**src/cdq_pkg.sv**
```systemverilog
// Package: frame geometry, derived widths and shared types for the crop/downscale/quantize block
package cdq_pkg;

  localparam int SOURCE_WIDTH = 320;
  localparam int CROP_SIZE    = 240;
  localparam int OUTPUT_SIZE  = 128;

  // left edge of the centered square; zero when the source is narrower than the crop
  localparam int X0 = (SOURCE_WIDTH >= CROP_SIZE) ? (SOURCE_WIDTH - CROP_SIZE) / 2 : 0;

  // per-output step of the source target, as quotient and remainder of CROP/OUTPUT
  localparam int STEP_Q = CROP_SIZE / OUTPUT_SIZE;
  localparam int STEP_R = CROP_SIZE % OUTPUT_SIZE;

  localparam int COL_MAX = (X0 + CROP_SIZE > SOURCE_WIDTH) ? X0 + CROP_SIZE : SOURCE_WIDTH;
  localparam int COL_W   = $clog2(COL_MAX + 1);
  localparam int ROW_W   = $clog2(CROP_SIZE + 1);
  localparam int OCOL_W  = $clog2(OUTPUT_SIZE);
  localparam int OROW_W  = $clog2(OUTPUT_SIZE + 1);
  localparam int REM_W   = $clog2(OUTPUT_SIZE);

  localparam int PIX_W   = 8;
  localparam int GAIN_W  = 24;
  localparam int ZP_W    = 8;
  localparam int FRAC_W  = 16;
  localparam int CFG_W   = GAIN_W;

  // configuration register indexes
  localparam logic CFG_GAIN   = 1'b0;
  localparam logic CFG_OFFSET = 1'b1;

  localparam logic [GAIN_W-1:0] GAIN_RST = GAIN_W'(65536);
  localparam logic [ZP_W-1:0]   ZP_RST   = ZP_W'(8'h80);

  typedef struct packed {
    logic [PIX_W-1:0] pixel;
    logic             last;
  } cdq_kept_t;

endpackage

```
**src/cdq_if.sv**
```systemverilog
// Stream interfaces: source pixel words in, quantized words out
interface cdq_in_if;
  logic                      valid;
  logic                      ready;
  logic [cdq_pkg::PIX_W-1:0] pixel;
  logic                      frame_start;

  modport source (output valid, output pixel, output frame_start, input ready);
  modport sink   (input valid, input pixel, input frame_start, output ready);
endinterface

interface cdq_out_if;
  logic              valid;
  logic              ready;
  logic signed [7:0] quantized;
  logic              last_of_frame;

  modport source (output valid, output quantized, output last_of_frame, input ready);
  modport sink   (input valid, input quantized, input last_of_frame, output ready);
endinterface

```
**src/cdq_cfg.sv**
```systemverilog
// Configuration registers: gain and zero point
module cdq_cfg (
  input  logic                       clk,
  input  logic                       rst_n,
  input  logic                       cfg_we,
  input  logic                       cfg_index,
  input  logic [cdq_pkg::CFG_W-1:0]  cfg_data,
  output logic [cdq_pkg::GAIN_W-1:0] gain,
  output logic signed [cdq_pkg::ZP_W-1:0] q_offset
);

  logic [cdq_pkg::GAIN_W-1:0] gain_r;
  logic [cdq_pkg::ZP_W-1:0]   zp_r;

  always_ff @(posedge clk) begin
    if (!rst_n) begin
      gain_r <= cdq_pkg::GAIN_RST;
      zp_r   <= cdq_pkg::ZP_RST;
    end else if (cfg_we) begin
      unique case (cfg_index)
        cdq_pkg::CFG_GAIN:   gain_r <= cfg_data[cdq_pkg::GAIN_W-1:0];
        cdq_pkg::CFG_OFFSET: zp_r   <= cfg_data[cdq_pkg::ZP_W-1:0];
        default: ;
      endcase
    end
  end

  assign gain     = gain_r;
  assign q_offset = signed'(zp_r);

endmodule

```
**src/cdq_scan.sv**
```systemverilog
// Raster position tracking, kept-pixel decision and input register
module cdq_scan (
  input  logic               clk,
  input  logic               rst_n,
  cdq_in_if.sink             in_chan,
  input  logic               advance,
  output logic               kept_valid,
  output cdq_pkg::cdq_kept_t kept
);

  localparam logic [cdq_pkg::COL_W-1:0]  SW_LAST  = cdq_pkg::COL_W'(cdq_pkg::SOURCE_WIDTH - 1);
  localparam logic [cdq_pkg::COL_W-1:0]  X0_C     = cdq_pkg::COL_W'(cdq_pkg::X0);
  localparam logic [cdq_pkg::COL_W-1:0]  QCOL_C   = cdq_pkg::COL_W'(cdq_pkg::STEP_Q);
  localparam logic [cdq_pkg::ROW_W-1:0]  QROW_C   = cdq_pkg::ROW_W'(cdq_pkg::STEP_Q);
  localparam logic [cdq_pkg::ROW_W-1:0]  CROP_C   = cdq_pkg::ROW_W'(cdq_pkg::CROP_SIZE);
  localparam logic [cdq_pkg::OROW_W-1:0] OROW_END = cdq_pkg::OROW_W'(cdq_pkg::OUTPUT_SIZE);
  localparam logic [cdq_pkg::OROW_W-1:0] OROW_LST = cdq_pkg::OROW_W'(cdq_pkg::OUTPUT_SIZE - 1);
  localparam logic [cdq_pkg::OCOL_W-1:0] OCOL_LST = cdq_pkg::OCOL_W'(cdq_pkg::OUTPUT_SIZE - 1);
  localparam logic [cdq_pkg::REM_W:0]    STEP_R_C = (cdq_pkg::REM_W+1)'(cdq_pkg::STEP_R);
  localparam logic [cdq_pkg::REM_W:0]    OUT_C    = (cdq_pkg::REM_W+1)'(cdq_pkg::OUTPUT_SIZE);

  logic [cdq_pkg::COL_W-1:0]  scol_r, scol_nxt, scol_e;
  logic [cdq_pkg::ROW_W-1:0]  srow_r, srow_nxt, srow_e;
  logic [cdq_pkg::OCOL_W-1:0] ocol_r, ocol_nxt, ocol_e;
  logic [cdq_pkg::OROW_W-1:0] orow_r, orow_nxt, orow_e;
  // target source position of the next output, kept incrementally
  logic [cdq_pkg::COL_W-1:0]  tcol_r, tcol_nxt, tcol_e;
  logic [cdq_pkg::ROW_W-1:0]  trow_r, trow_nxt, trow_e;
  logic [cdq_pkg::REM_W-1:0]  crem_r, crem_nxt, crem_e;
  logic [cdq_pkg::REM_W-1:0]  rrem_r, rrem_nxt, rrem_e;
  logic [cdq_pkg::REM_W:0]    csum, rsum;
  logic                       ccarry, rcarry;

  logic               active, hit, last, accept;
  logic               kept_valid_r;
  cdq_pkg::cdq_kept_t kept_r;

  assign in_chan.ready = !kept_valid_r || advance;
  assign accept        = in_chan.valid && in_chan.ready;

  always_comb begin
    if (in_chan.frame_start) begin
      scol_e = '0;
      srow_e = '0;
      ocol_e = '0;
      orow_e = '0;
      tcol_e = X0_C;
      trow_e = '0;
      crem_e = '0;
      rrem_e = '0;
    end else begin
      scol_e = scol_r;
      srow_e = srow_r;
      ocol_e = ocol_r;
      orow_e = orow_r;
      tcol_e = tcol_r;
      trow_e = trow_r;
      crem_e = crem_r;
      rrem_e = rrem_r;
    end

    active = srow_e < CROP_C;
    hit    = active && (orow_e < OROW_END) &&
             ((srow_e > trow_e) || ((srow_e == trow_e) && (scol_e >= tcol_e)));
    last   = (orow_e == OROW_LST) && (ocol_e == OCOL_LST);

    csum   = {1'b0, crem_e} + STEP_R_C;
    ccarry = csum >= OUT_C;
    rsum   = {1'b0, rrem_e} + STEP_R_C;
    rcarry = rsum >= OUT_C;

    scol_nxt = scol_e;
    srow_nxt = srow_e;
    ocol_nxt = ocol_e;
    orow_nxt = orow_e;
    tcol_nxt = tcol_e;
    trow_nxt = trow_e;
    crem_nxt = crem_e;
    rrem_nxt = rrem_e;

    if (hit) begin
      if (ocol_e == OCOL_LST) begin
        ocol_nxt = '0;
        tcol_nxt = X0_C;
        crem_nxt = '0;
        orow_nxt = orow_e + 1'b1;
        trow_nxt = trow_e + QROW_C + cdq_pkg::ROW_W'(rcarry);
        rrem_nxt = rcarry ? cdq_pkg::REM_W'(rsum - OUT_C) : cdq_pkg::REM_W'(rsum);
      end else begin
        ocol_nxt = ocol_e + 1'b1;
        tcol_nxt = tcol_e + QCOL_C + cdq_pkg::COL_W'(ccarry);
        crem_nxt = ccarry ? cdq_pkg::REM_W'(csum - OUT_C) : cdq_pkg::REM_W'(csum);
      end
    end

    if (active) begin
      if (scol_e == SW_LAST) begin
        scol_nxt = '0;
        srow_nxt = srow_e + 1'b1;
      end else begin
        scol_nxt = scol_e + 1'b1;
      end
    end
  end

  always_ff @(posedge clk) begin
    if (!rst_n) begin
      scol_r <= '0;
      srow_r <= '0;
      ocol_r <= '0;
      orow_r <= '0;
      tcol_r <= X0_C;
      trow_r <= '0;
      crem_r <= '0;
      rrem_r <= '0;
    end else if (accept) begin
      scol_r <= scol_nxt;
      srow_r <= srow_nxt;
      ocol_r <= ocol_nxt;
      orow_r <= orow_nxt;
      tcol_r <= tcol_nxt;
      trow_r <= trow_nxt;
      crem_r <= crem_nxt;
      rrem_r <= rrem_nxt;
    end
  end

  always_ff @(posedge clk) begin
    if (!rst_n) begin
      kept_valid_r <= 1'b0;
    end else if (in_chan.ready) begin
      kept_valid_r <= accept && hit;
    end
  end

  always_ff @(posedge clk) begin
    if (accept && hit) begin
      kept_r.pixel <= in_chan.pixel;
      kept_r.last  <= last;
    end
  end

  assign kept_valid = kept_valid_r;
  assign kept       = kept_r;

`ifndef ASSERT_OFF
  a_scol_range: assert property (@(posedge clk) disable iff (!rst_n)
    scol_r <= SW_LAST)
    else $error("source column past line end");
  a_orow_range: assert property (@(posedge clk) disable iff (!rst_n)
    orow_r <= OROW_END)
    else $error("output row past frame end");
  a_hit_loads: assert property (@(posedge clk) disable iff (!rst_n)
    (accept && hit) |=> kept_valid_r)
    else $error("kept pixel lost at input register");
  a_stall_hold: assert property (@(posedge clk) disable iff (!rst_n)
    (kept_valid_r && !advance) |=> (kept_valid_r && $stable(kept_r)))
    else $error("input register changed while stalled");
`endif

endmodule

```
**src/cdq_quant.sv**
```systemverilog
// Int8 quantizer: pixel*gain + q_offset in Q16, truncate toward zero, saturate; result register
module cdq_quant (
  input  logic                             clk,
  input  logic                             rst_n,
  input  logic                             kept_valid,
  input  cdq_pkg::cdq_kept_t               kept,
  input  logic [cdq_pkg::GAIN_W-1:0]       gain,
  input  logic signed [cdq_pkg::ZP_W-1:0]  q_offset,
  output logic                             advance,
  cdq_out_if.source                        out_chan
);

  localparam int PROD_W = cdq_pkg::PIX_W + cdq_pkg::GAIN_W;
  localparam int T_W    = PROD_W + 2;
  localparam int Q_W    = T_W - cdq_pkg::FRAC_W;

  logic [PROD_W-1:0]      prod;
  logic signed [T_W-1:0]  t, tb;
  logic signed [Q_W-1:0]  q;
  logic signed [7:0]      sat;

  logic                   out_valid_r;
  logic signed [7:0]      quant_r;
  logic                   last_r;

  always_comb begin
    prod = PROD_W'(kept.pixel) * PROD_W'(gain);
    t    = signed'({2'b00, prod}) +
           signed'({{(T_W-cdq_pkg::ZP_W-cdq_pkg::FRAC_W){q_offset[cdq_pkg::ZP_W-1]}},
                    q_offset, {cdq_pkg::FRAC_W{1'b0}}});
    // bias negatives so the arithmetic shift rounds toward zero
    tb   = t + (t[T_W-1] ? signed'(T_W'({cdq_pkg::FRAC_W{1'b1}})) : signed'(T_W'(0)));
    q    = tb[T_W-1:cdq_pkg::FRAC_W];
    if (q > signed'(Q_W'(127))) begin
      sat = 8'sd127;
    end else if (q < signed'(-Q_W'(128))) begin
      sat = -8'sd128;
    end else begin
      sat = q[7:0];
    end
  end

  assign advance = !out_valid_r || out_chan.ready;

  always_ff @(posedge clk) begin
    if (!rst_n) begin
      out_valid_r <= 1'b0;
    end else if (advance) begin
      out_valid_r <= kept_valid;
    end
  end

  always_ff @(posedge clk) begin
    if (advance && kept_valid) begin
      quant_r <= sat;
      last_r  <= kept.last;
    end
  end

  assign out_chan.valid         = out_valid_r;
  assign out_chan.quantized     = quant_r;
  assign out_chan.last_of_frame = last_r;

endmodule

```
**src/crop_downscale_quantize.sv**
```systemverilog
// Top level: center crop, nearest-neighbor downscale and int8 quantize of a pixel stream
//
//  port      dir  kind          payload
//  in_chan   in   valid/ready   pixel[7:0], frame_start
//  out_chan  out  valid/ready   quantized[7:0] signed, last_of_frame
//  cfg_*     in   write only    index 0 gain[23:0], index 1 q_offset[7:0]
//
// One word accepted per cycle while out_chan does not stall; a kept pixel passes the input register,
// then multiply/saturate into the result register, before it is valid on out_chan.
// Dropped pixels are accepted and give no word.
// rst_n is synchronous: counters clear, gain = 1.0, q_offset = -128.
// A stall on out_chan propagates back through the input register to in_chan.ready.
module crop_downscale_quantize (
  input  logic                      clk,
  input  logic                      rst_n,
  cdq_in_if.sink                    in_chan,
  cdq_out_if.source                 out_chan,
  input  logic                      cfg_we,
  input  logic                      cfg_index,
  input  logic [cdq_pkg::CFG_W-1:0] cfg_data
);

  logic [cdq_pkg::GAIN_W-1:0]      gain;
  logic signed [cdq_pkg::ZP_W-1:0] q_offset;
  logic                            advance;
  logic                            kept_valid;
  cdq_pkg::cdq_kept_t              kept;

  cdq_cfg u_cfg (
    .clk        (clk),
    .rst_n      (rst_n),
    .cfg_we     (cfg_we),
    .cfg_index  (cfg_index),
    .cfg_data   (cfg_data),
    .gain       (gain),
    .q_offset   (q_offset)
  );

  cdq_scan u_scan (
    .clk        (clk),
    .rst_n      (rst_n),
    .in_chan    (in_chan),
    .advance    (advance),
    .kept_valid (kept_valid),
    .kept       (kept)
  );

  cdq_quant u_quant (
    .clk        (clk),
    .rst_n      (rst_n),
    .kept_valid (kept_valid),
    .kept       (kept),
    .gain       (gain),
    .q_offset   (q_offset),
    .advance    (advance),
    .out_chan   (out_chan)
  );

endmodule
```
**src/flat_wrapper.sv**
```systemverilog
// flat-port wrapper written by rule: the top's interface ports become plain ports
module crop_downscale_quantize_flat 
  (clk, rst_n, cfg_we, cfg_index, cfg_data, in_chan_valid, in_chan_pixel, in_chan_frame_start, in_chan_ready, out_chan_valid, out_chan_quantized, out_chan_last_of_frame, out_chan_ready);
  cdq_in_if in_chan_i ();
  cdq_out_if out_chan_i ();
  input  logic clk;
  input  logic rst_n;
  input  logic cfg_we;
  input  logic cfg_index;
  input  logic [cdq_pkg::CFG_W-1:0] cfg_data;
  input wire logic [$bits(in_chan_i.valid)-1:0] in_chan_valid;
  input wire logic [$bits(in_chan_i.pixel)-1:0] in_chan_pixel;
  input wire logic [$bits(in_chan_i.frame_start)-1:0] in_chan_frame_start;
  output wire logic [$bits(in_chan_i.ready)-1:0] in_chan_ready;
  output wire logic [$bits(out_chan_i.valid)-1:0] out_chan_valid;
  output wire logic [$bits(out_chan_i.quantized)-1:0] out_chan_quantized;
  output wire logic [$bits(out_chan_i.last_of_frame)-1:0] out_chan_last_of_frame;
  input wire logic [$bits(out_chan_i.ready)-1:0] out_chan_ready;
  assign in_chan_i.valid = in_chan_valid;
  assign in_chan_i.pixel = in_chan_pixel;
  assign in_chan_i.frame_start = in_chan_frame_start;
  assign in_chan_ready = in_chan_i.ready;
  assign out_chan_valid = out_chan_i.valid;
  assign out_chan_quantized = out_chan_i.quantized;
  assign out_chan_last_of_frame = out_chan_i.last_of_frame;
  assign out_chan_i.ready = out_chan_ready;
  crop_downscale_quantize u_core (.clk(clk), .rst_n(rst_n), .in_chan(in_chan_i), .out_chan(out_chan_i), .cfg_we(cfg_we), .cfg_index(cfg_index), .cfg_data(cfg_data));
endmodule
```
**config.mk**
```make
export PLATFORM = sky130hd
export DESIGN_NAME = crop_downscale_quantize_flat
export DESIGN_NICKNAME = d
export VERILOG_FILES = /design/src/cdq_pkg.sv /design/src/cdq_if.sv /design/src/cdq_cfg.sv /design/src/cdq_scan.sv /design/src/cdq_quant.sv /design/src/crop_downscale_quantize.sv /design/src/flat_wrapper.sv
export SDC_FILE = /design/constraint.sdc
export NUM_CORES = 1
export LEC_CHECK = 0
export ABC_AREA = 1
export BUFFER_PORTS_ARGS = -buffer_cell sky130_fd_sc_hd__buf_2
export CAP_MARGIN = 20
export CORE_MARGIN = 1
export CORE_UTILIZATION = 30
export DETAILED_ROUTE_END_ITERATION = 10
export GPL_TIMING_DRIVEN = 1
export MAX_ROUTING_LAYER = met4
export SLEW_MARGIN = 20
export SYNTH_ARGS = -nofsm -noshare
export SYNTH_HDL_FRONTEND = slang
export SYNTH_SLANG_ARGS = --single-unit
```
**constraint.sdc**
```tcl
create_clock -name clk -period 12.91 [get_ports clk]
set_clock_uncertainty 0.15 [all_clocks]
set_input_delay 1.9365 -clock clk [delete_from_list [all_inputs] [get_ports clk]]
set_output_delay 1.9365 -clock clk [all_outputs]
set_load 0.01 [all_outputs]
```
# Word-level counts from Yosys, hierarchy flattened
# Cells that the tools add are included.
[op_classes] addsub=14 mul=1 n_lt_le_gt_ge=8 n_eq_ne=4 muxes=28 bitwise_logic=1 reduce_logical=14
[ops] cell="$mux 8" count=10
[ops] cell="$mux 7" count=11
[ops] cell="$mux 9" count=6
[ops] cell="$add 33x24->34" count=1
[ops] cell="$add 34x17->34" count=1
[ops] cell="$mul 8x24->32" count=1
[ops] cell="$add 8x1->8 const B" count=3
[ops] cell="$add 9x1->9 const B" count=2
[ops] cell="$gt 18x8->1 const B" count=1
[ops] cell="$lt 18x8->1 const B" count=1
[ops] cell="$add 7x7->8 const B" count=2
[ops] cell="$ge 8x8->1 const B" count=2
[ops] cell="$lt 8x8->1 const B" count=2
[ops] cell="$mux 16" count=1
[ops] cell="$sub 7x1->7 const B" count=2
[ops] cell="$add 9x1->9" count=1
[ops] cell="$eq 9x9->1 const B" count=1
[ops] cell="$ge 9x9->1" count=1
[ops] cell="$add 8x1->8" count=1
[ops] cell="$eq 8x7->1 const B" count=1
[ops] cell="$eq 8x8->1" count=1
[ops] cell="$gt 8x8->1" count=1
[ops] cell="$add 7x1->7 const B" count=1
[ops] cell="$eq 7x7->1 const B" count=1
[ops] cell="5 further kinds" count=15
[word_totals] regBits=115 inputBits=39 wordCells=86

# Longest topological paths before layout
[logic_depth] word_depth=6 mapped_depth=53

# By module
# Synthesis repeated with hierarchy kept, for this count alone.
[hier_totals] hier_cells=2241 hier_area_um2=14686.6
[by_module_without_submodules] module="cdq_quant" n_inst=1 cells_each=1303 area_each_um2=8650.8
[by_module_without_submodules] module="cdq_scan" n_inst=1 cells_each=749 area_each_um2=4730.8
[by_module_without_submodules] module="cdq_cfg" n_inst=1 cells_each=189 area_each_um2=1305.0

# Least setup slack after synthesis
# Ideal clock, no wire load.
[synth_path] path_kind="flip-flop to flip-flop" startpoint="register u_core.u_scan.kept_r, in the netlist u_core.u_scan.kept[8]" endpoint="register u_core.u_quant.quant_r[0] (netlist: u_core.u_quant.out_chan.quantized[0]) (data pin)" arrival_ps=8249 t_required_ps=12507 slack_ps=4258 stages_incl_launch_ff=46 n_path_buf=1 period_less_slack_ps=8652 cell_sequence="edfxtp_1 clkbuf_1 nand2_1 fa_1 fa_1 inv_1 fa_1 inv_1 fa_1 inv_1 ha_1 a21o_1 a21oi_1 o21ai_1 a21boi_0 o21ai_2 a21oi_1 o21bai_1 (+10 left out) nand2_1 a21oi_1 nand2_1 nand2_1 and2_1 ha_1 nand2_1 nor2_1 nand2_1 nor4_1 nand4_1 nand2_4 nand2_2 nor4_4 xor2_2 inv_1 nand2_4 nand2_1"
[synth_via] elab_chain_cells=6
[synth_rtl] element="from (decl)" line_no="cdq_scan.sv:36" text="cdq_pkg::cdq_kept_t kept_r;"
[synth_rtl] element="$mul 8x24->32 (*)" line_no="cdq_quant.sv:27" text="prod = PROD_W'(kept.pixel) * PROD_W'(gain);"
[synth_rtl] element="$add 33x24->34 (*)" line_no="cdq_quant.sv:28" text="t = signed'({2'b00, prod}) +"
[synth_rtl] element="$mux 16" line_no="cdq_quant.sv:32" text="tb = t + (t[T_W-1] ? signed'(T_W'({cdq_pkg::FRAC_W{1'b1}})) : signed'(T_W'(0)));"
[synth_rtl] element="$add 34x17->34 (*)" line_no="cdq_quant.sv:32"
[synth_rtl] element="$lt 18x8->1" line_no="cdq_quant.sv:36" text="end else if (q < signed'(-Q_W'(128))) begin"
[synth_rtl] element="$mux 8" line_no="cdq_quant.sv:36"
[synth_rtl] element="to (signal assigned)" line_no="cdq_quant.sv:55" text="quant_r <= sat;"
[synth_rtl] element="to (decl)" line_no="cdq_quant.sv:23" text="logic signed [7:0] quant_r;"
# Every way passes the cells marked *; elsewhere a longest branch is shown, timed or not.
# A chain may end at the register's enable or synchronous reset.

# Worst setup path after layout
[layout_path] startpoint="register u_core.u_scan.kept_r, in the netlist u_core.u_scan.kept[8]" endpoint="register u_core.u_quant.quant_r[3] (netlist: u_core.u_quant.out_chan.quantized[3]) (data pin)"
# Same word-level chain as after synthesis.

==> out/metrics.cfg <==
[min_path]
worstHoldPathType = reg -> reg
hold_start = u_core.u_scan.kept[0]$_DFFE_PP_
hold_end = u_core.u_quant.out_chan.last_of_frame$_DFFE_PP_
holdPathStages = 0

[floorplan]
start_util_pct = 30.44
fp.dieArea_um2 = 45720
io_pins = 50
die_x_um = 213.8
dieHeight_um = 213.8
coreArea_um2 = 44220
rows = 77

[critical_path]
crit_type = reg -> reg
required_ns = 12.91
cp-start-kind = flop
slowest_stage = edfxtp_1
endpoint_kind = flop
crit_path_frequent_cell = nand2_1
r2r_start = u_core.u_scan.kept[8]$_DFFE_PP_
reg2reg_slack_ns = 2.92
cp_max_fo = 24
max_stage_delay_ns = 0.89
critPathArrivalTime_ns = 9.99
r2r-end = u_core.u_quant.out_chan.quantized[3]$_SDFFCE_PN1P_
r2r_cells = 45

[timing]
timing.final.ws_setup_ns = 2.916
hold_viol = 0
max_clock_freq_mhz = 100.1
finalCritPeriodShare_pct = 77.41
finalSetupViolations = 0
holdWs_ns = 0.2869
rsz0062_at_grt = false
min_period_ns = 9.994
maxSlewHeadroom_pct = 27.67
final_max_slew_viol_count = 0
setup_tns_ns = 0
worst_pin_slew_ns = 1.085

[synthesis]
async_flop_share_pct = 0
synthFlopType = dfxtp_1
yosysSeqAreaShare_pct = 17.25
yosysWarnings = 0
synth_mux_area_share_pct = 0
synthSimpleGateAreaFrac_pct = 24.94
synth_edf_count = 18
synthAdderAreaFrac_pct = 30.19
syn_inst = 1968
syn-num-nets = 2252
synth.distinct_cells = 51
synth_xor_area_share_pct = 2.835
synth_area_um2 = 13460
synth_top_family_by_area = adder cells
synth-compound-area-share_pct = 10.24
synth-seq-cells = 107
synth.avg_cell_area_um2 = 6.840

[layout]
drive_above_1_share_pct = 4.972
antennaDiodeCount = 0
fin_area_um2 = 14540
layout_commonest_cell = nand2_1
nets = 2250
area_growth_pct = 7.984
layout_common_cells = nand2_1, inv_1, nor2_1

[clocking]
clock-root-buffer = clkbuf_16
postCtsSetupRepairBufs = 0
cts_buffers = 9
clockBufferDepth = 2
postCtsResizedCells = 0
htreeDepth = 3
clk_latency_ns = 0.40
cts_tree = done
clk_pin_slew_worst_paths_ns = 0.09
numClockSinks = 107
postCtsHoldBufs = 0

[place]
place_area_um2 = 14240
io_buffers = 49
pre_cts_ws_ns = 2.980
dp_hpwl_um = 26310
gp_congestion = 0.8501

[pwr]
switchingPower_mw = 1.144
comb_power_share_pct = 67.9
max-vdd-ir-drop_mv = 0.1317
internal-power_mw = 1.012
p_per_area_nw_per_um2 = 148.4
p_total_mw = 2.157
swShare_pct = 53.06
seqPwrFrac_pct = 18.0
p_clk_share_pct = 14.1
p_leak_nw = 7.845

[grt]
grt_pass1_vias = 12130
gr-usage-met3_pct = 2.651
grt_pass1_wl_um = 58680
overflow = 0
grt_max_degree = 47
antenna_found_initial = 0
track_usage_pct = 16.64
grt_use_met1_pct = 20.39
busiest_layer = met2
grt_use_met2_pct = 28.48

[drt]
wl_per_cell_um = 13.48
post_drt_via_cell_ratio = 4.642
vias = 11900
dr.pass1.iters = 6
antenna_left = 0
drcViolationCount = 0
postRouteWirelength_um = 34560
drt-initial-drc-count = 716

[flow_run]
maxCapViolations = 0

[status]
status = completed

==> cell families (layout without fill, tap and decap cells) <==
kind of cell / Yosys count / in the layout
XOR/XNOR: 41 / 41
flip-flops: 107 / 107
AO/OA/AOI/OAI: 248 / 248
buffers and inverters: 521 / 524
adder cells (fa/ha/maj): 245 / 245
AND/OR/NAND/NOR: 806 / 806
==> cell type report <==
class	instances	area (µm²)
tap	592	740.7
clock buffer	10	229.0
clock inverter	6	65.06
sequential	107	2322
inverter	452	1697
timing repair buffer	56	297.8
fill	4787	29680
multi-input combinational	1340	9185
==> worst max-delay path by stage <==
stage                                    startpoint                                            endpoint  slack [ns]  cells after the start
detailed placement  u_core.u_scan.kept[8]$_DFFE_PP_  u_core.u_quant.out_chan.quantized[3]$_SDFFCE_PN1P_        2.98                     44
global route        u_core.u_scan.kept[8]$_DFFE_PP_  u_core.u_quant.out_chan.quantized[2]$_SDFFCE_PN1P_        2.06                     45
CTS                 u_core.u_scan.kept[8]$_DFFE_PP_  u_core.u_quant.out_chan.quantized[3]$_SDFFCE_PN1P_        2.92                     44
finish              u_core.u_scan.kept[8]$_DFFE_PP_  u_core.u_quant.out_chan.quantized[3]$_SDFFCE_PN1P_        2.92                     45
floorplan           u_core.u_scan.kept[8]$_DFFE_PP_  u_core.u_quant.out_chan.quantized[0]$_SDFFCE_PN1P_        4.26                     45
global placement    u_core.u_scan.kept[8]$_DFFE_PP_  u_core.u_quant.out_chan.quantized[6]$_SDFFCE_PN1P_        3.20                     45
==> power groups by stage <==
| stage | Combinational (mW) | Clock, mW | Sequential [mW] |
|---|---|---|---|
| 6_report | 1.46 | 0.303 | 0.388 |
| 5_1_grt | 1.68 | 0.325 | 0.391 |
| 3_3_place_gp | 1.46 | 0 | 0.396 |
| 3_5_place_dp | 1.47 | 0 | 0.396 |
| 2_1_floorplan | 1.15 | 0 | 0.378 |
| 4_1_cts | 1.48 | 0.316 | 0.388 |
==> worst max-delay path: cells and delay by family, from the launching register on <==
kind	cells	cell delay (ns)
buffers and inverters	4	0.19
AOI/OAI and AO/OA	11	2.16
and+or+nand+nor	23	3.24
DFF	1	0.89
adders and majority gates	7	3.10
==> layer usage <==
layer  vias to the layer above  routed length (µm)
li1                       6015                   -
met1                      5639               15870
met2                       208               16770
met3                        35                1379
met4                         0                 531
met5                         -                   0
==> sequential cells by signal (all words and copies together), names as in the netlist <==
register                               cells
u_core.u_scan.tcol_r                       9
u_core.u_scan.kept                         9
u_core.u_quant.out_chan.last_of_frame      1
u_core.u_scan.srow_r                       8
u_core.u_scan.ocol_r                       7
u_core.u_quant.out_chan.valid              1
u_core.u_scan.kept_valid                   1
u_core.u_scan.trow_r                       8
u_core.u_scan.rrem_r                       3
u_core.u_cfg.gain                         24
u_core.u_cfg.q_offset                      8
u_core.u_scan.scol_r                       9
u_core.u_scan.orow_r                       8
u_core.u_scan.crem_r                       3
u_core.u_quant.out_chan.quantized          8
==> cells in the mapped netlist (all sizes together) (2+ instances only) <==
| library cell | number | area (µm²) |
|---|---|---|
| nand3 | 57 | 300.3 |
| nand2 | 490 | 1869 |
| a22oi | 3 | 22.52 |
| nor3 | 30 | 155.1 |
| o31ai | 3 | 22.52 |
| o221ai | 3 | 26.28 |
| clkbuf | 62 | 232.7 |
| o21bai | 3 | 22.52 |
| o2111ai | 2 | 17.52 |
| nand4 | 28 | 181.4 |
| nor3b | 3 | 22.52 |
| edfxtp | 18 | 540.5 |
| o21ai | 81 | 409.1 |
| nand3b | 4 | 30.03 |
| a21boi | 6 | 45.05 |
| o21a | 4 | 30.03 |
| nor4 | 12 | 90.09 |
| a21o | 5 | 37.54 |
| ha | 112 | 1401 |
| fa | 133 | 2663 |
| xor2 | 28 | 267.8 |
| buf | 7 | 28.78 |
| xnor2 | 13 | 113.9 |
| dfxtp | 89 | 1782 |
| a31oi | 4 | 25.02 |
| a21oi | 118 | 594.3 |
| inv | 451 | 1693 |
| a32oi | 2 | 17.52 |
| o211ai | 11 | 82.58 |
| nor2 | 180 | 695.7 |
==> through the flow <==
| stage | std cells | utilization [%] |
|---|---|---|
| global placement | 2547 | 32.20 |
| floorplan | 1968 | - |
| global route | 2563 | 32.87 |
| CTS | 2563 | 32.86 |
| detailed placement | 2547 | 32.20 |
| finish | 2563 | 32.87 |
Note: power is estimated with default switching activity, not from simulation.
